**config.mk**
```make
export PLATFORM = sky130hd
export DESIGN_NAME = stream_find_replace
export DESIGN_NICKNAME = d
export VERILOG_FILES = /design/src/rtl/core/sfr_pkg.sv /design/src/rtl/core/sfr_cell.sv /design/src/rtl/core/stream_find_replace.sv
export SDC_FILE = /design/constraint.sdc
export NUM_CORES = 1
export LEC_CHECK = 0
export BUFFER_PORTS_ARGS = -buffer_cell sky130_fd_sc_hd__buf_4
export CAP_MARGIN = 20
export CORE_MARGIN = 2
export CORE_UTILIZATION = 50
export CTS_CLUSTER_DIAMETER = 50
export DETAILED_ROUTE_END_ITERATION = 8
export GPL_TIMING_DRIVEN = 0
export HOLD_SLACK_MARGIN = 0.02
export PLACE_DENSITY_LB_ADDON = 0.12
export SYNTH_ARGS = -nofsm -noshare
export SYNTH_HDL_FRONTEND = slang
export SYNTH_SLANG_ARGS = --single-unit
export TNS_END_PERCENT = 20
```
**constraint.sdc**
```tcl
create_clock -name clk -period 5.85 [get_ports clk]
set_clock_uncertainty 0.15 [all_clocks]
set_input_delay 0.8775 -clock clk [delete_from_list [all_inputs] [get_ports clk]]
set_output_delay 0.8775 -clock clk [all_outputs]
set_load 0.05 [all_outputs]
```
**src/rtl/core/sfr_pkg.sv**
```systemverilog
// shared types and constants for the stream find and replace block
`timescale 1ns / 1ps

package sfr_pkg;

	// configuration register indexes
	localparam logic [1:0] CFG_PATTERN_BYTES      = 2'd0;
	localparam logic [1:0] CFG_PATTERN_LENGTH     = 2'd1;
	localparam logic [1:0] CFG_REPLACEMENT_BYTES  = 2'd2;
	localparam logic [1:0] CFG_REPLACEMENT_LENGTH = 2'd3;

	// command broadcast to every window cell
	typedef struct packed {
		logic       append;  // new byte enters the cell picked by its select
		logic       shift;   // every cell takes its upper neighbor's byte, the last cell takes zero
		logic [7:0] data;    // the new byte
	} cell_cmd_t;

endpackage

```
**src/rtl/core/sfr_cell.sv**
```systemverilog
// one window cell: holds a byte, compares it and its neighbor's byte against its pattern byte
`timescale 1ns / 1ps

module sfr_cell import sfr_pkg::*; (
	input  logic       clk,
	input  cell_cmd_t  cmd,
	input  logic       sel,
	input  logic [7:0] next_cur,
	input  logic [7:0] pat,
	output logic [7:0] cur,
	output logic       eq_here,
	output logic       eq_shift
);

	logic [7:0] byte_q;

	// content as seen this cycle, including a byte that is being appended
	assign cur      = (cmd.append && sel) ? cmd.data : byte_q;
	assign eq_here  = (cur == pat);
	assign eq_shift = (next_cur == pat);

	always_ff @(posedge clk) begin
		if (cmd.shift) begin
			byte_q <= next_cur;
		end else if (cmd.append && sel) begin
			byte_q <= cmd.data;
		end
	end

endmodule

```
**src/rtl/core/stream_find_replace.sv**
```systemverilog
// top level of the streaming find and replace block
`timescale 1ns / 1ps

// stream_find_replace
// replaces every leftmost, non-overlapping occurrence of a configured pattern
// in a byte stream with a configured replacement
// input channel: in_valid / in_stall with in_byte and in_last; a transaction
//   with in_last set ends the document, flushes held bytes and tags the final
//   output transaction with out_last and any_replaced
// output channel: out_valid / out_stall with out_byte, has_byte, out_last and
//   any_replaced; a bare end marker (has_byte low) appears when the last
//   input produces no byte
// config channel: cfg_valid / cfg_ready (always ready) with cfg_index and
//   cfg_data; write only while no output is outstanding
// the first output transaction for an accepted input is registered and appears in the cycle after acceptance
// an input that yields several outputs raises in_stall while the sequencer sends
//   them, since the output register takes one byte per cycle while out_stall is
//   low (drain of held bytes or replacement bytes)
// the window is a row of cells that shifts toward cell zero on each drop
// reset clears the configuration and control registers, the window count and the output valid flag
// when the receiver stalls the output holds and in_stall is raised

module stream_find_replace import sfr_pkg::*; #(
	parameter int PATTERN_MAX = 8,
	parameter int REPLACE_MAX = 8
) (
	input  logic        clk,
	input  logic        arst_n,
	// byte input
	input  logic        in_valid,
	output logic        in_stall,
	input  logic [7:0]  in_byte,
	input  logic        in_last,
	// result output
	output logic        out_valid,
	input  logic        out_stall,
	output logic [7:0]  out_byte,
	output logic        has_byte,
	output logic        out_last,
	output logic        any_replaced,
	// configuration writes
	input  logic        cfg_valid,
	output logic        cfg_ready,
	input  logic [1:0]  cfg_index,
	input  logic [63:0] cfg_data
);

	localparam int CW = $clog2(PATTERN_MAX + 1);               // window count width
	localparam int RW = $clog2(REPLACE_MAX + 1);               // replacement length width
	localparam int RI = (REPLACE_MAX > 1) ? $clog2(REPLACE_MAX) : 1;  // replacement index
	localparam int RD = 2 ** RI;

	// sequencer codes
	localparam logic [1:0] ST_IDLE  = 2'd0;
	localparam logic [1:0] ST_DRAIN = 2'd1;
	localparam logic [1:0] ST_REPL  = 2'd2;

	// configuration registers
	logic [63:0] pat_q;
	logic [3:0]  plen_q;
	logic [63:0] rep_q;
	logic [3:0]  rlen_q;

	// control state
	logic [1:0]    state_q, state_n;
	logic [CW-1:0] count_q, count_n;
	logic [RI-1:0] ridx_q, ridx_n;
	logic          last_q, last_n;
	logic          seen_q, seen_n;

	// output register
	logic       ov_q;
	logic [7:0] ob_q;
	logic       oh_q, ol_q, oa_q;

	// datapath
	cell_cmd_t     cmd;
	logic          adv, accept;
	logic [CW-1:0] plen;
	logic [RW-1:0] rlen;
	logic [7:0]    rep_arr [RD];
	logic [7:0]    cur_arr [PATTERN_MAX];
	logic [PATTERN_MAX-1:0] eq_here, eq_shift, sel;

	logic [CW-1:0] ccur, cm1;
	logic          last_now, ok_here, ok_shift, pfx_here, pfx_shift, match, more;
	logic          emit, e_has, e_final, e_any;
	logic [7:0]    e_byte;

	// saturate the lengths to what the hardware holds
	assign plen = (plen_q > 4'(PATTERN_MAX)) ? CW'(PATTERN_MAX) : CW'(plen_q);
	assign rlen = (rlen_q > 4'(REPLACE_MAX)) ? RW'(REPLACE_MAX) : RW'(rlen_q);

	// output side advances when the register is empty or being taken
	assign adv      = !ov_q || !out_stall;
	assign in_stall = (state_q != ST_IDLE) || !adv;
	assign accept   = in_valid && !in_stall;

	assign cfg_ready = 1'b1;

	always_ff @(posedge clk or negedge arst_n) begin
		if (!arst_n) begin
			pat_q  <= '0;
			plen_q <= '0;
			rep_q  <= '0;
			rlen_q <= '0;
		end else if (cfg_valid) begin
			unique case (cfg_index)
				CFG_PATTERN_BYTES:      pat_q  <= cfg_data;
				CFG_PATTERN_LENGTH:     plen_q <= cfg_data[3:0];
				CFG_REPLACEMENT_BYTES:  rep_q  <= cfg_data;
				CFG_REPLACEMENT_LENGTH: rlen_q <= cfg_data[3:0];
			endcase
		end
	end

	// replacement bytes as a small lookup by index
	generate
		for (genvar r = 0; r < RD; r++) begin : g_rep
			assign rep_arr[r] = rep_q[8*r +: 8];
		end
	endgenerate

	// row of window cells, cell zero holds the oldest byte
	generate
		for (genvar c = 0; c < PATTERN_MAX; c++) begin : g_cell
			logic [7:0] nxt;
			if (c == PATTERN_MAX - 1) begin : g_end
				assign nxt = 8'h00;
			end else begin : g_mid
				assign nxt = cur_arr[c+1];
			end
			assign sel[c] = (count_q == CW'(c));
			sfr_cell u_cell (
				.clk      (clk),
				.cmd      (cmd),
				.sel      (sel[c]),
				.next_cur (nxt),
				.pat      (pat_q[8*c +: 8]),
				.cur      (cur_arr[c]),
				.eq_here  (eq_here[c]),
				.eq_shift (eq_shift[c])
			);
		end
	endgenerate

	always_comb begin
		cmd.append = accept;
		cmd.shift  = 1'b0;
		cmd.data   = in_byte;
		state_n    = state_q;
		count_n    = count_q;
		ridx_n     = ridx_q;
		last_n     = last_q;
		seen_n     = seen_q;
		emit       = 1'b0;
		e_has      = 1'b0;
		e_byte     = 8'h00;
		e_final    = 1'b0;
		e_any      = 1'b0;

		// window count as seen this cycle, and after one drop
		ccur     = accept ? count_q + CW'(1) : count_q;
		cm1      = ccur - CW'(1);
		last_now = accept ? in_last : last_q;

		// per-cell prefix checks, for the window as is and shifted by one
		ok_here  = 1'b1;
		ok_shift = 1'b1;
		for (int i = 0; i < PATTERN_MAX; i++) begin
			if (CW'(i) < ccur && !eq_here[i]) begin
				ok_here = 1'b0;
			end
			if (CW'(i) < cm1 && !eq_shift[i]) begin
				ok_shift = 1'b0;
			end
		end
		pfx_here  = ok_here && (ccur <= plen);
		pfx_shift = ok_shift && (cm1 <= plen);
		match     = (plen != '0) && (ccur == plen) && pfx_here;
		// another drop still needed after this one
		more      = (cm1 != '0) && (last_now || plen == '0 || !pfx_shift);

		if (accept) begin
			last_n = in_last;
			if (match) begin
				// full pattern: send the replacement, empty the window
				seen_n  = 1'b1;
				count_n = '0;
				ridx_n  = RI'(1);
				if (rlen != '0) begin
					emit    = 1'b1;
					e_has   = 1'b1;
					e_byte  = rep_arr[0];
					e_final = in_last && (rlen == RW'(1));
					if (rlen > RW'(1)) begin
						state_n = ST_REPL;
					end
				end else if (in_last) begin
					emit    = 1'b1;
					e_final = 1'b1;
				end
			end else if (plen == '0 || !pfx_here || in_last) begin
				// oldest byte can no longer start a match, or flush
				emit      = 1'b1;
				e_has     = 1'b1;
				e_byte    = cur_arr[0];
				cmd.shift = 1'b1;
				count_n   = cm1;
				e_final   = in_last && (cm1 == '0);
				if (more) begin
					state_n = ST_DRAIN;
				end
			end else begin
				count_n = ccur;
			end
		end else if (adv) begin
			unique case (state_q)
				ST_DRAIN: begin
					emit      = 1'b1;
					e_has     = 1'b1;
					e_byte    = cur_arr[0];
					cmd.shift = 1'b1;
					count_n   = cm1;
					e_final   = last_q && (cm1 == '0);
					if (!more) begin
						state_n = ST_IDLE;
					end
				end
				ST_REPL: begin
					emit    = 1'b1;
					e_has   = 1'b1;
					e_byte  = rep_arr[ridx_q];
					ridx_n  = ridx_q + RI'(1);
					if (RW'(ridx_q) == rlen - RW'(1)) begin
						e_final = last_q;
						state_n = ST_IDLE;
					end
				end
				default: begin
				end
			endcase
		end

		// end of document: report and clear the per-document state
		if (e_final) begin
			e_any   = seen_n;
			seen_n  = 1'b0;
			count_n = '0;
		end
	end

	always_ff @(posedge clk or negedge arst_n) begin
		if (!arst_n) begin
			state_q <= ST_IDLE;
			count_q <= '0;
			ridx_q  <= '0;
			last_q  <= 1'b0;
			seen_q  <= 1'b0;
			ov_q    <= 1'b0;
		end else begin
			state_q <= state_n;
			count_q <= count_n;
			ridx_q  <= ridx_n;
			last_q  <= last_n;
			seen_q  <= seen_n;
			if (emit) begin
				ov_q <= 1'b1;
			end else if (adv) begin
				ov_q <= 1'b0;
			end
		end
	end

	// output payload, loaded only when a transaction is produced
	always_ff @(posedge clk) begin
		if (emit) begin
			ob_q <= e_byte;
			oh_q <= e_has;
			ol_q <= e_final;
			oa_q <= e_any;
		end
	end

	assign out_valid    = ov_q;
	assign out_byte     = ob_q;
	assign has_byte     = oh_q;
	assign out_last     = ol_q;
	assign any_replaced = oa_q;

endmodule
```
---- Word-level counts from Yosys, hierarchy flattened ----
Index checks and enable logic that the tools add are counted.
word-level totals
  flip-flop bits (word level) ............. 223
  input bits .............................. 80
  output and inout port bits .............. 14
cells by class
  add/subtract/negate cells ............... 4
  magnitude comparators ................... 22
  eq/ne operators ......................... 37
  muxes and demuxes ....................... 90
  bitwise logic cells ..................... 1
  reductions and logical operators ........ 84
operator list
  cell                  number
  $mux W8               22
  $eq A8 B8 Y1          15
  $mux W1               42
  $mux W4               9
  $logic_and A1 B1 Y1   33
  $lt A3 B4 Y1 const A  8
  $bmux W8 S3           1
  $logic_not A1 Y1      22
  $mux W2               9
  $eq A4 B3 Y1 const B  4
  $lt A1 B4 Y1 const A  4
  $lt A2 B4 Y1 const A  4
  $pmux W8 S2           1
  $logic_not A4 Y1      3
  $mux W3               4
  $reduce_bool A4 Y1    3
  $reduce_and A2 Y1     5
  $reduce_bool A3 Y1    3
  $eq A4 B1 Y1 const B  2
  $eq A4 B2 Y1 const B  2
  $gt A4 B4 Y1 const B  2
  $le A4 B4 Y1          2
  $logic_not A8 Y1      1
  $reduce_and A8 Y1     1
  21 further kinds      36

---- Logic depth before layout (Yosys ltp) ----
  word-level depth ........................ 28
  gate-level depth with buffers ........... 22

---- Hierarchy ----
A second synthesis with hierarchy kept.
second synthesis, totals
  cells, all modules ...................... 1138
  area total of the unflattened synthesis .. 12956.2 um2
modules (own cells, without submodules)
  module               instances  cells an instance  area an instance (um2)  sequential area each (um2)
  stream_find_replace  1          634                7891.3                  4033.9
  sfr_cell             8          63                 633.1                   160.2

---- Worst setup path after synthesis ----
Ideal clock, no wire load.
  kind .................................... input port to flip-flop
  start ................................... input out_stall
  end ..................................... register state_q[0]
  arrival ................................. 4.727 ns
  required time ........................... 5.580 ns
  slack ................................... 0.853 ns
  stages .................................. 20
  cells stage by stage .................... a21boi_2 > buf_4 > inv_1 > nor2_1 > buf_2 > xnor2_1 > ha_1 > clkbuf_1 > xnor2_1 > inv_1 > ha_1 > o21ai_0 > nand2b_1 > a21oi_1 > o21ai_0 > or4_1 > a2111o_1 > a21boi_0 > o21ai_0 > a31o_2
on the way
  longest elaborated chain between the ends .. 25
RTL lines
  element                                                                 line                        text
  start, declared                                                         stream_find_replace.sv:36   input logic out_stall,
  $logic_not A1 Y1 (*)                                                    stream_find_replace.sv:95   assign adv = !ov_q || !out_stall;
  $logic_or A1 B1 Y1 (*)                                                  stream_find_replace.sv:95
  $logic_not A1 Y1 (*)                                                    stream_find_replace.sv:96   assign in_stall = (state_q != ST_IDLE) || !adv;
  $logic_or A1 B1 Y1 (*)                                                  stream_find_replace.sv:96
  via in_stall                                                            stream_find_replace.sv:31   output logic in_stall,
  $logic_not A1 Y1 (*)                                                    stream_find_replace.sv:97   assign accept = in_valid && !in_stall;
  $logic_and A1 B1 Y1 (*)                                                 stream_find_replace.sv:97
  parallel branches: the longest is 19 deep, another holds $sub A4 B1 Y4  n/a
  end signal, assigned                                                    stream_find_replace.sv:262  state_q <= state_n;
  end, declared                                                           stream_find_replace.sv:65   logic [1:0] state_q, state_n;
Mark *: on every way through the listed nets, which the timed path passes.
A chain may end at the register's enable or synchronous reset.

---- Worst setup path after layout ----
  start ................................... register state_q[0]
  end ..................................... register ob_q[4], in the netlist out_byte[4] (data pin)
on the way
  longest elaborated chain between the ends .. 24
RTL lines
  element                           line                        text
  $reduce_bool A2 Y1                stream_find_replace.sv:96
  $logic_or A1 B1 Y1                stream_find_replace.sv:96
  $logic_not A1 Y1                  stream_find_replace.sv:97
  $logic_and A1 B1 Y1               stream_find_replace.sv:97
  $logic_and A1 B1 Y1               sfr_cell.sv:18              assign cur = (cmd.append && sel) ? cmd.data : byte_q;
  $mux W8                           sfr_cell.sv:18
  $eq A8 B8 Y1                      sfr_cell.sv:19              assign eq_here = (cur == pat);
  $logic_not A1 Y1                  stream_find_replace.sv:171  if (CW'(i) < ccur && !eq_here[i]) begin
  $logic_and A1 B1 Y1               stream_find_replace.sv:171
  $mux W1 (8 in series)             stream_find_replace.sv:171
  $logic_and A1 B1 Y1               stream_find_replace.sv:178  pfx_here = ok_here && (ccur <= plen);
  $logic_not A1 Y1                  stream_find_replace.sv:203  end else if (plen == '0 || !pfx_here || in_last) begin
  $logic_or A1 B1 Y1 (2 in series)  stream_find_replace.sv:203
  $mux W8                           stream_find_replace.sv:203
  $mux W8                           stream_find_replace.sv:186  if (match) begin
  $mux W8 (*)                       stream_find_replace.sv:184  if (accept) begin
  via e_byte[4]                     stream_find_replace.sv:88   logic [7:0] e_byte;
  end signal, assigned              stream_find_replace.sv:278  ob_q <= e_byte;
  end, declared                     stream_find_replace.sv:73   logic [7:0] ob_q;
Mark *: on every way through the listed nets, which the timed path passes. The rest lies on a longest branch.

==> results.ini <==
[worst_setup_path]
r2r_slack_ns=0.39
reg2regPathDepth=17
crit_path_end_kind=flip-flop
path_class=reg2reg
cp_slowest_cell=a2111oi_1
cp-start-kind=flip-flop
reg2reg_from=state_q[0]
crit_required_ns=5.93
max_stage_delay_ns=0.56
cp.arrival_ns=5.54
crit_path_max_fanout=10
path_cells=inv_1 -> ha_1 -> a21boi_2 -> buf_4 -> inv_1 -> nor2_1 -> nand4_1 -> xor2_1 -> inv_1 -> ha_1 -> and4_1 -> o221ai_1 -> a2111oi_1 -> nand3_1 -> o21ai_1 -> clkbuf_2 -> o21ai_0
cpMostUsedCell=inv_1
r2r_end=out_byte[4]

[sta]
finalCritPeriodShare_pct=93.32
slew_headroom_pct=28.12
tightest_slew_ns=1.070
fin_setup_tns_ns=0
hold_viol_final=0
period_minus_slack_ns=5.459
max_freq_mhz=183.2
maxSlewViolCount=0
rsz0062_at_grt=false
setup_viol=0

[flow_run]
maxCapViolations=0

[synthesis]
synth-edff-count=11
synth_common_cells=148 x dfrtp_1, 131 x mux2_2, 84 x nand2_1, 84 x nor2_1, 66 x xor2_1
synth_ff_type=dfrtp_1
synth.most_common_cell=dfrtp_1
synth_cell_types=79
yosysWarnings=0
syn_area_mm2=0.01334
ys_ff_latch=223
syn_avg_cell_area_um2=9.992
yosysTopAreaCell=dfrtp_1
synth_nets=1438
synthArstFlopShare_pct=66.37
synth_area_leaders=dfrtp_1 28%, mux2_2 11%, dfxtp_1 9.6%
seq_area_frac_synth_pct=39.85
netlist.area_leader.share_pct=27.76
syn_inst=1335

[clock_network]
cts.htree.levels=2
clk_latency_ns=0.51
numCtsBuffers=35
clockBufferDepth=3
holdBufCountCts=0
cts_sinks=223
cts_tree=built
root_buffer=clkbuf_16
cts.clk_slew.worst_paths_ns=0.06

[global_route]
antenna_found_initial=0
grtUsageTotal_pct=33.33
grt_pass1_wl_um=70750
grt_max_degree=99
gr-total-overflow=0
grt_pass1_vias=11030

[power]
power_switching_mw=3.293
leakagePower_nw=6.610
p_int_mw=4.863
seq_power_share_pct=32.0
sw_frac_of_total_pct=40.37
power.density_mw_per_mm2=519.8
irDropWorstVdd_uv=337.4
comb_power_share_pct=40.9
clockPowerShare_pct=27.1

[cells_and_area]
final_layout_size_suffix_gt1_share_pct=23.05
nNetsFinal=1561
diodes=0
seq_area_mm2=0.005315
postLayoutCoreUtil_pct=60.05
fillers=2250
multi_input_area_mm2=0.007445
synthToLayoutAreaGrowth_pct=17.64

[detailed_routing]
drc=3
final_antenna_net_count=0
drt_wl_total_um=46690
drt_iter0_drc=1192
first_pass_iters=7
wl_per_cell_um=25.67
vias_per_cell=6.469
vias=11770

[die]
dieArea_mm2=0.02800
top_level_ports=94
start_util_pct=51.04
rows=59
die_h_um=167.3
die_x_um=167.3
design.core.area_mm2=0.02613

[outcome]
outcome=complete, but fails checks
violations=design-rule violations

[min_path]
worstHoldPathType=in2async

[place]
place_congestion=0.9679
io_buffer_count=85
dp_hpwl_um=35450

-- routing by layer --
layer / vias up / wire length, um / share of wire, % / GRT usage (%)
met5: - / 0 / 0 / 0
met4: 0 / 1340 / 2.9 / 9.943
met3: 75 / 4349 / 9.3 / 4.940
met2: 675 / 20330 / 44 / 50.17
met1: 5822 / 20670 / 44 / 49.82
li1: 5196 / - / - / -
-- worst max path at each step --
stage,cells past startpoint,from,slack [ns],to
after global routing,22,state_q[1],0.05,state_q[0]
after floorplan,20,out_stall,0.85,state_q[0]
after CTS,17,state_q[0],0.20,out_byte[4]
final,17,state_q[0],0.39,out_byte[4]
after detailed placement,16,out_stall,-0.14,out_byte[4]
after global placement,16,out_stall,-0.09,out_byte[1]
-- power groups by stage --
stage / sequential [mW] / combinational (mW) / clock [mW]
after floorplan: 2.50 / 2.28 / 0
after global placement: 2.59 / 3.21 / 0
after detailed placement: 2.59 / 3.26 / 0
after CTS: 2.57 / 3.28 / 2.22
after global routing: 2.64 / 3.60 / 2.30
final: 2.61 / 3.34 / 2.21
-- cell type report --
cell class                 count  share of cell area (%)
clock buffer                  45                   6.554
timing repair buffer          86                   4.266
multi-input combinational    967                   47.44
buffer                        85                   2.328
clock inverter                18                   1.435
inverter                      60                   1.435
sequential                   223                   33.87
tap                          335                   2.671
-- state kept, by name, indices dropped and copies added (netlist names) --
signal	flops
any_replaced	1
count_q	4
g_cell.u_cell.byte_q	64
has_byte	1
last_q	1
out_byte	8
out_last	1
out_valid	1
pat_q	64
plen_q	4
rep_q	64
ridx_q	3
rlen_q	4
seen_q	1
state_q	2
-- worst max-delay path: cells and delay by family (launching register included) --
family                   cells  cell delay [ns]
AO/OA/AOI/OAI                5             1.63
XOR/XNOR                     1             0.51
adder cells (fa/ha/maj)      2             0.47
buffers and inverters        5             0.94
flip-flops                   1             0.39
AND/OR/NAND/NOR              4             1.09
-- through the flow --
stage          hold WS (ns)  setup WS (ns)  cells  cell area, um2  total power, mW
2_1_floorplan        0.3169         0.8527   1335           13340            4.789
3_3_place_gp         0.3310       -0.08715   1755           14400            5.793
3_5_place_dp         0.3419        -0.1398   1756           14430            5.854
4_1_cts              0.1911         0.1955   1819           15680            8.070
5_1_grt              0.2160        0.04517   1819           15690            8.533
6_report             0.1753         0.3909   1819           15690            8.157
-- repair_timing --
item / in CTS / in global routing
resized for setup: 0 / 5
buffers inserted: 0 / 0
endpoints found under the setup margin: 0 / 11
-- cell families (layout without fill, tap and decap cells) --
| family | Yosys count | in the layout | share of synthesized area [%] |
|---|---|---|---|
| fa+ha+maj | 23 | 23 | 2.157 |
| xor+xnor | 118 | 118 | 7.748 |
| compound gates | 289 | 289 | 15.95 |
| other cells | 1 | 1 | 0.02811 |
| buf+inv | 145 | 294 | 4.418 |
| simple gates | 353 | 353 | 13.39 |
| flops | 223 | 223 | 39.85 |
| mux | 183 | 183 | 16.46 |
-- cell usage in the layout (no fill, tap or decap), types with 36 or more instances in the layout --
master	Yosys	final
a21oi_1	46	46
buf_4	6	90
clkbuf_1	58	60
clkbuf_16	0	39
dfrtp_1	148	148
dfxtp_1	64	64
inv_1	58	58
mux2_2	131	131
mux2i_1	36	36
nand2_1	84	84
nor2_1	84	83
o21ai_0	46	46
xnor2_1	52	51
xor2_1	66	66
Power figures use the tool's default switching activity.
